$ cat config.mk
export PLATFORM = sky130hd
export DESIGN_NAME = detection_row_decoder_unit
export DESIGN_NICKNAME = d
export VERILOG_FILES = /design/src/hw/rtl/drd_pkg.sv /design/src/hw/rtl/drd_row_acc.sv /design/src/hw/rtl/drd_box_calc.sv /design/src/hw/rtl/detection_row_decoder_unit.sv
export SDC_FILE = /design/constraint.sdc
export NUM_CORES = 2
export LEC_CHECK = 0
export BUFFER_PORTS_ARGS = -buffer_cell sky130_fd_sc_hd__buf_2
export CAP_MARGIN = 10
export CORE_ASPECT_RATIO = 0.9
export CORE_UTILIZATION = 65
export CTS_CLUSTER_SIZE = 25
export DETAILED_ROUTE_END_ITERATION = 6
export PLACE_DENSITY_LB_ADDON = 0.25
export SETUP_SLACK_MARGIN = 0.02
export SLEW_MARGIN = 0
export SYNTH_ARGS = -nofsm -noshare
export SYNTH_HDL_FRONTEND = slang
export SYNTH_SLANG_ARGS = --single-unit
export TNS_END_PERCENT = 1
$ cat constraint.sdc
create_clock -name clk -period 34.2 [get_ports clk]
set_input_delay 6.84 -clock clk [delete_from_list [all_inputs] [get_ports clk]]
set_output_delay 6.84 -clock clk [all_outputs]
set_load 0.01 [all_outputs]
$ cat src/hw/rtl/drd_pkg.sv
// Shared types and constants for the detection row decoder.
package drd_pkg;

    localparam int MAX_CLASSES = 256;
    localparam int VALUE_W     = 16;
    localparam int POS_W       = 9;
    localparam int IDX_W       = 8;
    localparam int COORD_W     = 13;
    localparam int CFG_IDX_W   = 3;
    localparam int CFG_DATA_W  = 16;
    localparam int COUNT_W     = 9;

    // Geometry and score elements at the head of each row
    localparam logic [POS_W-1:0] POS_CENTRE_X   = POS_W'(0);
    localparam logic [POS_W-1:0] POS_CENTRE_Y   = POS_W'(1);
    localparam logic [POS_W-1:0] POS_BOX_W      = POS_W'(2);
    localparam logic [POS_W-1:0] POS_BOX_H      = POS_W'(3);
    localparam logic [POS_W-1:0] POS_OBJECTNESS = POS_W'(4);
    localparam logic [POS_W-1:0] POS_FIRST_CLS  = POS_W'(5);
    localparam logic [POS_W-1:0] POS_MAX_LAST   = POS_W'(4 + MAX_CLASSES);

    // Configuration register indexes
    localparam logic [CFG_IDX_W-1:0] REG_CONF_THRESHOLD  = CFG_IDX_W'(0);
    localparam logic [CFG_IDX_W-1:0] REG_CLASS_THRESHOLD = CFG_IDX_W'(1);
    localparam logic [CFG_IDX_W-1:0] REG_X_SCALE         = CFG_IDX_W'(2);
    localparam logic [CFG_IDX_W-1:0] REG_Y_SCALE         = CFG_IDX_W'(3);
    localparam logic [CFG_IDX_W-1:0] REG_CLASS_COUNT     = CFG_IDX_W'(4);

    localparam logic [VALUE_W-1:0] CONF_THRESHOLD_RST  = 16'd29491;
    localparam logic [VALUE_W-1:0] CLASS_THRESHOLD_RST = 16'd26214;
    localparam logic [VALUE_W-1:0] SCALE_RST           = 16'd4096;
    localparam logic [COUNT_W-1:0] CLASS_COUNT_RST     = 9'd80;

    typedef struct packed {
        logic [VALUE_W-1:0] conf_threshold;
        logic [VALUE_W-1:0] class_threshold;
        logic [VALUE_W-1:0] x_scale;
        logic [VALUE_W-1:0] y_scale;
        logic [COUNT_W-1:0] class_count;
    } cfg_t;

    typedef struct packed {
        logic [VALUE_W-1:0] centre_x;
        logic [VALUE_W-1:0] centre_y;
        logic [VALUE_W-1:0] box_w;
        logic [VALUE_W-1:0] box_h;
        logic [VALUE_W-1:0] objectness;
        logic [IDX_W-1:0]   class_index;
    } row_t;

endpackage

$ cat src/hw/rtl/drd_row_acc.sv
// Row accumulator: tracks element position, keeps geometry and best class, closes rows.
module drd_row_acc
    import drd_pkg::*;
(
    input  logic               clk,
    input  logic               rst_n,
    input  cfg_t               cfg,
    input  logic               in_valid,
    output logic               in_stall,
    input  logic [VALUE_W-1:0] value,
    output logic               row_valid,
    input  logic               row_stall,
    output row_t               row
);

    logic [POS_W-1:0]   pos_reg, pos_next;
    logic [VALUE_W-1:0] cx_reg, cx_next;
    logic [VALUE_W-1:0] cy_reg, cy_next;
    logic [VALUE_W-1:0] w_reg, w_next;
    logic [VALUE_W-1:0] h_reg, h_next;
    logic [VALUE_W-1:0] obj_reg, obj_next;
    logic [VALUE_W-1:0] best_reg, best_next;
    logic [IDX_W-1:0]   idx_reg, idx_next;
    logic               row_valid_reg, row_valid_next;
    row_t               row_reg;

    logic [COUNT_W-1:0] n_eff;
    logic [POS_W-1:0]   last_pos;
    logic [POS_W-1:0]   cls_k;
    logic               accept;
    logic               close;
    logic               keep;

    assign in_stall  = row_valid_reg & row_stall;
    assign accept    = in_valid & ~in_stall;
    assign row_valid = row_valid_reg;
    assign row       = row_reg;

    // Clamp the class count to 1..MAX_CLASSES
    always_comb
    begin
        if (cfg.class_count == '0)
        begin
            n_eff = COUNT_W'(1);
        end
        else if (cfg.class_count > COUNT_W'(MAX_CLASSES))
        begin
            n_eff = COUNT_W'(MAX_CLASSES);
        end
        else
        begin
            n_eff = cfg.class_count;
        end
    end

    assign last_pos = POS_W'(4) + POS_W'(n_eff);
    assign close    = (pos_reg >= last_pos);
    assign cls_k    = pos_reg - POS_FIRST_CLS;

    always_comb
    begin
        cx_next   = cx_reg;
        cy_next   = cy_reg;
        w_next    = w_reg;
        h_next    = h_reg;
        obj_next  = obj_reg;
        best_next = best_reg;
        idx_next  = idx_reg;
        unique case (pos_reg)
            POS_CENTRE_X:   cx_next  = value;
            POS_CENTRE_Y:   cy_next  = value;
            POS_BOX_W:      w_next   = value;
            POS_BOX_H:      h_next   = value;
            POS_OBJECTNESS: obj_next = value;
            default:
            begin
                // first score always wins, later ones only when strictly higher
                if ((cls_k == '0) || (value > best_reg))
                begin
                    best_next = value;
                    idx_next  = cls_k[IDX_W-1:0];
                end
            end
        endcase
    end

    assign pos_next = close ? '0 : pos_reg + POS_W'(1);
    assign keep     = (obj_next >= cfg.conf_threshold) && (best_next > cfg.class_threshold);

    always_comb
    begin
        if (accept && close && keep)
        begin
            row_valid_next = 1'b1;
        end
        else if (row_stall)
        begin
            row_valid_next = row_valid_reg;
        end
        else
        begin
            row_valid_next = 1'b0;
        end
    end

    always_ff @(posedge clk or negedge rst_n)
    begin
        if (!rst_n)
        begin
            pos_reg       <= '0;
            cx_reg        <= '0;
            cy_reg        <= '0;
            w_reg         <= '0;
            h_reg         <= '0;
            obj_reg       <= '0;
            best_reg      <= '0;
            idx_reg       <= '0;
            row_valid_reg <= 1'b0;
        end
        else
        begin
            row_valid_reg <= row_valid_next;
            if (accept)
            begin
                pos_reg  <= pos_next;
                cx_reg   <= cx_next;
                cy_reg   <= cy_next;
                w_reg    <= w_next;
                h_reg    <= h_next;
                obj_reg  <= obj_next;
                best_reg <= best_next;
                idx_reg  <= idx_next;
            end
        end
    end

    // Capture the closed row when it is kept
    always_ff @(posedge clk)
    begin
        if (accept && close && keep)
        begin
            row_reg.centre_x    <= cx_next;
            row_reg.centre_y    <= cy_next;
            row_reg.box_w       <= w_next;
            row_reg.box_h       <= h_next;
            row_reg.objectness  <= obj_next;
            row_reg.class_index <= idx_next;
        end
    end

`ifndef SYNTHESIS
    a_pos_bound: assert property (@(posedge clk) disable iff (!rst_n)
        pos_reg <= POS_MAX_LAST)
        else $error("element position past the longest row");

    a_close_restart: assert property (@(posedge clk) disable iff (!rst_n)
        accept && close |=> pos_reg == '0)
        else $error("row did not restart after its last element");

    a_kept_row_offered: assert property (@(posedge clk) disable iff (!rst_n)
        accept && close && keep |=> row_valid_reg)
        else $error("kept row not offered downstream");

    a_no_close_no_row: assert property (@(posedge clk) disable iff (!rst_n)
        $rose(row_valid_reg) |-> $past(accept && close))
        else $error("row offered without a closing transaction");
`endif

endmodule

$ cat src/hw/rtl/drd_box_calc.sv
// Box arithmetic: scale products, truncation toward zero and saturation.
module drd_box_calc
    import drd_pkg::*;
(
    input  logic                clk,
    input  logic                rst_n,
    input  logic [VALUE_W-1:0]  x_scale,
    input  logic [VALUE_W-1:0]  y_scale,
    input  logic                row_valid,
    output logic                row_stall,
    input  row_t                row,
    output logic                out_valid,
    input  logic                out_stall,
    output logic [IDX_W-1:0]    class_index,
    output logic [VALUE_W-1:0]  objectness,
    output logic signed [COORD_W-1:0] box_left,
    output logic signed [COORD_W-1:0] box_top,
    output logic [COORD_W-1:0]  box_width,
    output logic [COORD_W-1:0]  box_height
);

    localparam int DIFF_W  = VALUE_W + 2;
    localparam int SCALE_W = VALUE_W + 1;
    localparam int EPROD_W = DIFF_W + SCALE_W;
    localparam int SPROD_W = 2 * VALUE_W;
    localparam int EDGE_SH = 19;
    localparam int SIZE_SH = 18;
    localparam int EDGE_W  = EPROD_W - EDGE_SH;
    localparam int SIZE_W  = SPROD_W - SIZE_SH;

    // Saturate a truncated edge to the signed coordinate range
    function automatic logic [COORD_W-1:0] sat_edge(input logic signed [EDGE_W-1:0] e);
        logic signed [EDGE_W-1:0] lo;
        logic signed [EDGE_W-1:0] hi;
        logic [COORD_W-1:0]       r;
        lo = -(EDGE_W'(1) <<< (COORD_W - 1));
        hi = (EDGE_W'(1) <<< (COORD_W - 1)) - EDGE_W'(1);
        if (e < lo)
        begin
            r = {1'b1, {(COORD_W-1){1'b0}}};
        end
        else if (e > hi)
        begin
            r = {1'b0, {(COORD_W-1){1'b1}}};
        end
        else
        begin
            r = e[COORD_W-1:0];
        end
        return r;
    endfunction

    // Round a signed product toward zero after the shift
    function automatic logic signed [EDGE_W-1:0] trunc_edge(input logic signed [EPROD_W-1:0] p);
        logic signed [EPROD_W-1:0] s;
        s = p + (p[EPROD_W-1] ? EPROD_W'((1 << EDGE_SH) - 1) : EPROD_W'(0));
        return s[EPROD_W-1:EDGE_SH];
    endfunction

    function automatic logic [COORD_W-1:0] sat_size(input logic [SPROD_W-1:0] p);
        logic [SIZE_W-1:0] s;
        s = p[SPROD_W-1:SIZE_SH];
        return (s > SIZE_W'({COORD_W{1'b1}})) ? {COORD_W{1'b1}} : s[COORD_W-1:0];
    endfunction

    logic                      p_valid_reg;
    logic signed [EPROD_W-1:0] prod_left_reg;
    logic signed [EPROD_W-1:0] prod_top_reg;
    logic [SPROD_W-1:0]        prod_w_reg;
    logic [SPROD_W-1:0]        prod_h_reg;
    logic [IDX_W-1:0]          p_idx_reg;
    logic [VALUE_W-1:0]        p_obj_reg;

    logic                      o_valid_reg;
    logic [IDX_W-1:0]          o_idx_reg;
    logic [VALUE_W-1:0]        o_obj_reg;
    logic [COORD_W-1:0]        o_left_reg;
    logic [COORD_W-1:0]        o_top_reg;
    logic [COORD_W-1:0]        o_w_reg;
    logic [COORD_W-1:0]        o_h_reg;

    logic                      o_free;
    logic                      p_free;
    logic signed [DIFF_W-1:0]  diff_x;
    logic signed [DIFF_W-1:0]  diff_y;
    logic signed [SCALE_W-1:0] sx;
    logic signed [SCALE_W-1:0] sy;

    assign o_free    = ~o_valid_reg | ~out_stall;
    assign p_free    = ~p_valid_reg | o_free;
    assign row_stall = ~p_free;

    // 2*centre - size, exact in units of 2^-7
    assign diff_x = $signed({1'b0, row.centre_x, 1'b0}) - $signed({2'b00, row.box_w});
    assign diff_y = $signed({1'b0, row.centre_y, 1'b0}) - $signed({2'b00, row.box_h});
    assign sx     = $signed({1'b0, x_scale});
    assign sy     = $signed({1'b0, y_scale});

    always_ff @(posedge clk or negedge rst_n)
    begin
        if (!rst_n)
        begin
            p_valid_reg <= 1'b0;
            o_valid_reg <= 1'b0;
        end
        else
        begin
            if (p_free)
            begin
                p_valid_reg <= row_valid;
            end
            if (o_free)
            begin
                o_valid_reg <= p_valid_reg;
            end
        end
    end

    always_ff @(posedge clk)
    begin
        if (p_free && row_valid)
        begin
            prod_left_reg <= diff_x * sx;
            prod_top_reg  <= diff_y * sy;
            prod_w_reg    <= row.box_w * x_scale;
            prod_h_reg    <= row.box_h * y_scale;
            p_idx_reg     <= row.class_index;
            p_obj_reg     <= row.objectness;
        end
        if (o_free && p_valid_reg)
        begin
            o_idx_reg  <= p_idx_reg;
            o_obj_reg  <= p_obj_reg;
            o_left_reg <= sat_edge(trunc_edge(prod_left_reg));
            o_top_reg  <= sat_edge(trunc_edge(prod_top_reg));
            o_w_reg    <= sat_size(prod_w_reg);
            o_h_reg    <= sat_size(prod_h_reg);
        end
    end

    assign out_valid   = o_valid_reg;
    assign class_index = o_idx_reg;
    assign objectness  = o_obj_reg;
    assign box_left    = $signed(o_left_reg);
    assign box_top     = $signed(o_top_reg);
    assign box_width   = o_w_reg;
    assign box_height  = o_h_reg;

`ifndef SYNTHESIS
    a_prod_hold: assert property (@(posedge clk) disable iff (!rst_n)
        p_valid_reg && !o_free |=> p_valid_reg && $stable(prod_left_reg) && $stable(prod_w_reg))
        else $error("product stage changed while the output was blocked");

    a_prod_drain: assert property (@(posedge clk) disable iff (!rst_n)
        p_valid_reg && o_free |=> o_valid_reg)
        else $error("product stage result lost on its way to the output");

    a_row_taken: assert property (@(posedge clk) disable iff (!rst_n)
        row_valid && !row_stall |=> p_valid_reg)
        else $error("row taken but product stage empty");
`endif

endmodule

$ cat src/hw/rtl/detection_row_decoder_unit.sv
// Top level of the detection row decoder: configuration registers and stage wiring.
// Throughput: one row element per cycle while in_stall is low, with no gaps between rows.
// A kept box is offered on out_valid once it has passed through the row register,
// the product register and the output register.
// Stalls on the output back up through the three stages into in_stall.
// Reset clears the row position, row state and pipeline; registers load their defaults.
module detection_row_decoder_unit
    import drd_pkg::*;
(
    input  logic                  clk,
    input  logic                  rst_n,
    input  logic                  cfg_write,
    input  logic [CFG_IDX_W-1:0]  cfg_index,
    input  logic [CFG_DATA_W-1:0] cfg_data,
    input  logic                  in_valid,
    output logic                  in_stall,
    input  logic [VALUE_W-1:0]    value,
    output logic                  out_valid,
    input  logic                  out_stall,
    output logic [IDX_W-1:0]      class_index,
    output logic [VALUE_W-1:0]    objectness,
    output logic signed [COORD_W-1:0] box_left,
    output logic signed [COORD_W-1:0] box_top,
    output logic [COORD_W-1:0]    box_width,
    output logic [COORD_W-1:0]    box_height
);

    cfg_t cfg_reg;
    logic row_valid;
    logic row_stall;
    row_t row;

    always_ff @(posedge clk or negedge rst_n)
    begin
        if (!rst_n)
        begin
            cfg_reg.conf_threshold  <= CONF_THRESHOLD_RST;
            cfg_reg.class_threshold <= CLASS_THRESHOLD_RST;
            cfg_reg.x_scale         <= SCALE_RST;
            cfg_reg.y_scale         <= SCALE_RST;
            cfg_reg.class_count     <= CLASS_COUNT_RST;
        end
        else if (cfg_write)
        begin
            unique case (cfg_index)
                REG_CONF_THRESHOLD:  cfg_reg.conf_threshold  <= cfg_data;
                REG_CLASS_THRESHOLD: cfg_reg.class_threshold <= cfg_data;
                REG_X_SCALE:         cfg_reg.x_scale         <= cfg_data;
                REG_Y_SCALE:         cfg_reg.y_scale         <= cfg_data;
                REG_CLASS_COUNT:     cfg_reg.class_count     <= cfg_data[COUNT_W-1:0];
                default:             ; // unmapped index: drop
            endcase
        end
    end

    drd_row_acc u_row_acc (
        .clk       (clk),
        .rst_n     (rst_n),
        .cfg       (cfg_reg),
        .in_valid  (in_valid),
        .in_stall  (in_stall),
        .value     (value),
        .row_valid (row_valid),
        .row_stall (row_stall),
        .row       (row)
    );

    drd_box_calc u_box_calc (
        .clk         (clk),
        .rst_n       (rst_n),
        .x_scale     (cfg_reg.x_scale),
        .y_scale     (cfg_reg.y_scale),
        .row_valid   (row_valid),
        .row_stall   (row_stall),
        .row         (row),
        .out_valid   (out_valid),
        .out_stall   (out_stall),
        .class_index (class_index),
        .objectness  (objectness),
        .box_left    (box_left),
        .box_top     (box_top),
        .box_width   (box_width),
        .box_height  (box_height)
    );

endmodule

==> metrics.yaml <==
grt:
  track_usage: 0.324
  grtUsageMet3: 0.0648
  grtUsageMet2: 0.505
  grt_pass1_vias: 45152
  top_usage_layer: "met2"
  grt_max_degree: 121
  grtUsageMet1: 0.458
  antenna_found_initial: 5
  grt_pass1_wl_um: 239000
  overflow: 0
timing:
  skew_ns: 0.0445
  finalSetupViolations: 0
  fin_crit_sh: 0.415
  tightest_slew_ns: 1.17
  finalSetupTns_ns: 0
  whs_ns: 0.419
  drv_slew: 0
  rsz0062_at_grt: "false"
  clock.fmax_mhz: 70.4
  period_needed_ns: 14.20
  hold_viol: 0
  relSlewSlack: 0.217
routing:
  first_iter_violations: 3151
  routed_wl_um: 146000
  routedWlPerCell_um: 19.5
  vias_per_cell: 5.74
  drtAntennaViolNets: 0
  drcViolationCount: 0
  vias: 43058
  firstDrtPassIters: 6
floorplan:
  ios: 118
  num_rows: 105
  die_h_um: 291
  core_um2: 91700
  die_w_um: 324
  initial_utilization: 0.660
  dieArea_um2: 94300
clocking:
  clk_path_buf_depth: 3
  tritoncts.num_buffers: 52
  cts_resized: 0
  clock_latency_ns: 0.66
  cts_tree: "yes"
  cts_setup_buffers: 0
  cts.sinks: 475
  cts_root_buffer: "clkbuf_16"
  cts_max_level: 2
  ctsHoldBuffers: 0
  path_clk_slew_ns: 0.06
synthesis:
  syn-instance-count: 6242
  synth_warnings: 0
  async_flop_share: 0.398
  syn_nets: 7756
  synth_area_um2: 60500
  synth-edff-count: 286
  syn_avg_cell_area_um2: 9.69
  synth_cell_types: 86
  ys_ff_latch: 475
  synth_ff_type: "edfxtp_1"
  seq_area_frac_synth: 0.221
finish:
  largest_register_ffs: 88
  final_common_cell: "inv_1"
  register_area_um2: 13300
  drive_gt1_frac: 0.0810
  design_area_um2: 64000
  fin_nets: 7745
  final_cell_mix: "inv_1 (1301), fa_1 (962), nand2_1 (888)"
  fillers: 6843
  area_growth_pct: 5.89
  multi_input_area_um2: 41300
setup_path:
  critPathMaxStageDelay_ns: 0.15
  start_kind: "input port"
  worst-path-buf-inv: 3
  cp_max_fo: 4
  worstSetupEndpointType: "primary output"
  path_delay_family: "buffers and inverters"
  crit_top_cell: "buf_2"
  reg2reg_depth: 34
  criticalPathCategory: "in2out"
  required_ns: 27.36
  path_cells: "buf_2, nand4_1, inv_1, buf_2"
  crit_slowest_cell: "nand4_1"
  cp_data_arrival_time_ns: 7.36
  path_depth: 4
  ff2ff_setup_slack_ns: 23.93
outcome:
  status: "complete, no violations"
place:
  gp_congestion: 0.930
  io_buffers: 117
  place_hpwl_um: 110000
  dpl_cell_area_um2: 62200
run:
  drv_cap: 0
worst_hold_path:
  hold_depth: 0
  hp-class: "reg2reg"
per-stage QoR:
step,util,setup WS (ns),instances
finish,0.698,20.00,7507
global route,0.698,19.95,7505
CTS,0.698,20.00,7504
detailed placement,0.679,20.01,7406
global placement,0.679,20.01,7406
floorplan,-,16.51,6242
cells in the mapped netlist (27+ instances only):
master,instances,area share
o21a_1,30,0.0037
nand4_1,46,0.0048
dfrtp_1,168,0.070
nor2_1,230,0.014
edfxtp_1,286,0.14
nand3_1,82,0.0068
o21ai_0,122,0.010
xnor2_1,109,0.016
nor3_1,45,0.0037
and2_1,364,0.038
xor2_1,46,0.0067
nor2b_1,43,0.0044
mux2_2,145,0.027
inv_1,1301,0.081
nand2_1,889,0.055
a21oi_1,165,0.014
and3_1,27,0.0028
ha_1,512,0.11
a21o_1,84,0.010
clkbuf_1,229,0.014
or2_2,35,0.0036
fa_1,962,0.32
worst reg2reg max path, delay by kind of cell (launching register included):
kind | cells | cell delay (ns)
AOI/OAI and AO/OA | 16 | 4.04
xor gates and xnor gates | 1 | 0.08
adders and majority gates | 8 | 3.80
buffers and inverters | 6 | 0.88
DFF | 1 | 0.62
and+or+nand+nor | 3 | 0.57
logic make-up after synthesis:
family	share of synthesized area
and+or+nand+nor	0.145
buffers and inverters	0.0979
muxes	0.0296
AOI/OAI and AO/OA	0.0584
DFF	0.221
xor gates and xnor gates	0.0224
adders and majority gates	0.426
routing by layer:
layer | part of all wire | wire (µm) | vias to the layer above
met5 | 0.00027 | 39 | -
met4 | 0.034 | 4920 | 6
met3 | 0.097 | 14200 | 318
met2 | 0.45 | 65800 | 1866
met1 | 0.42 | 61300 | 21539
li1 | - | - | 19329
path summary, 6_finish.rpt:
kind | startpoint | end
worst min-delay path | u_box_calc.p_idx_reg[1] | u_box_calc.class_index[1]
worst max register to register | u_row_acc.row[26] | u_box_calc.prod_top_reg[33]
worst max-delay path | out_stall | in_stall
max in group asynchronous | rst_n | u_row_acc.cy_reg[7]
min in group asynchronous | rst_n | u_row_acc.obj_reg[9]
worst min register to register | u_box_calc.p_idx_reg[1] | u_box_calc.class_index[1]
layout make-up:
cell class	instances	area share
clock buffer	70	0.0240
timing repair buffer	190	0.0178
multi-input combinational	4206	0.645
sequential	475	0.208
tap	1230	0.0240
clock inverter	28	0.00412
inverter	1306	0.0766
antenna	2	0.0000782
Power is left out: the tool's default activity adds up to more than one toggle a clock period on the data nets, which glitch-free logic cannot reach.
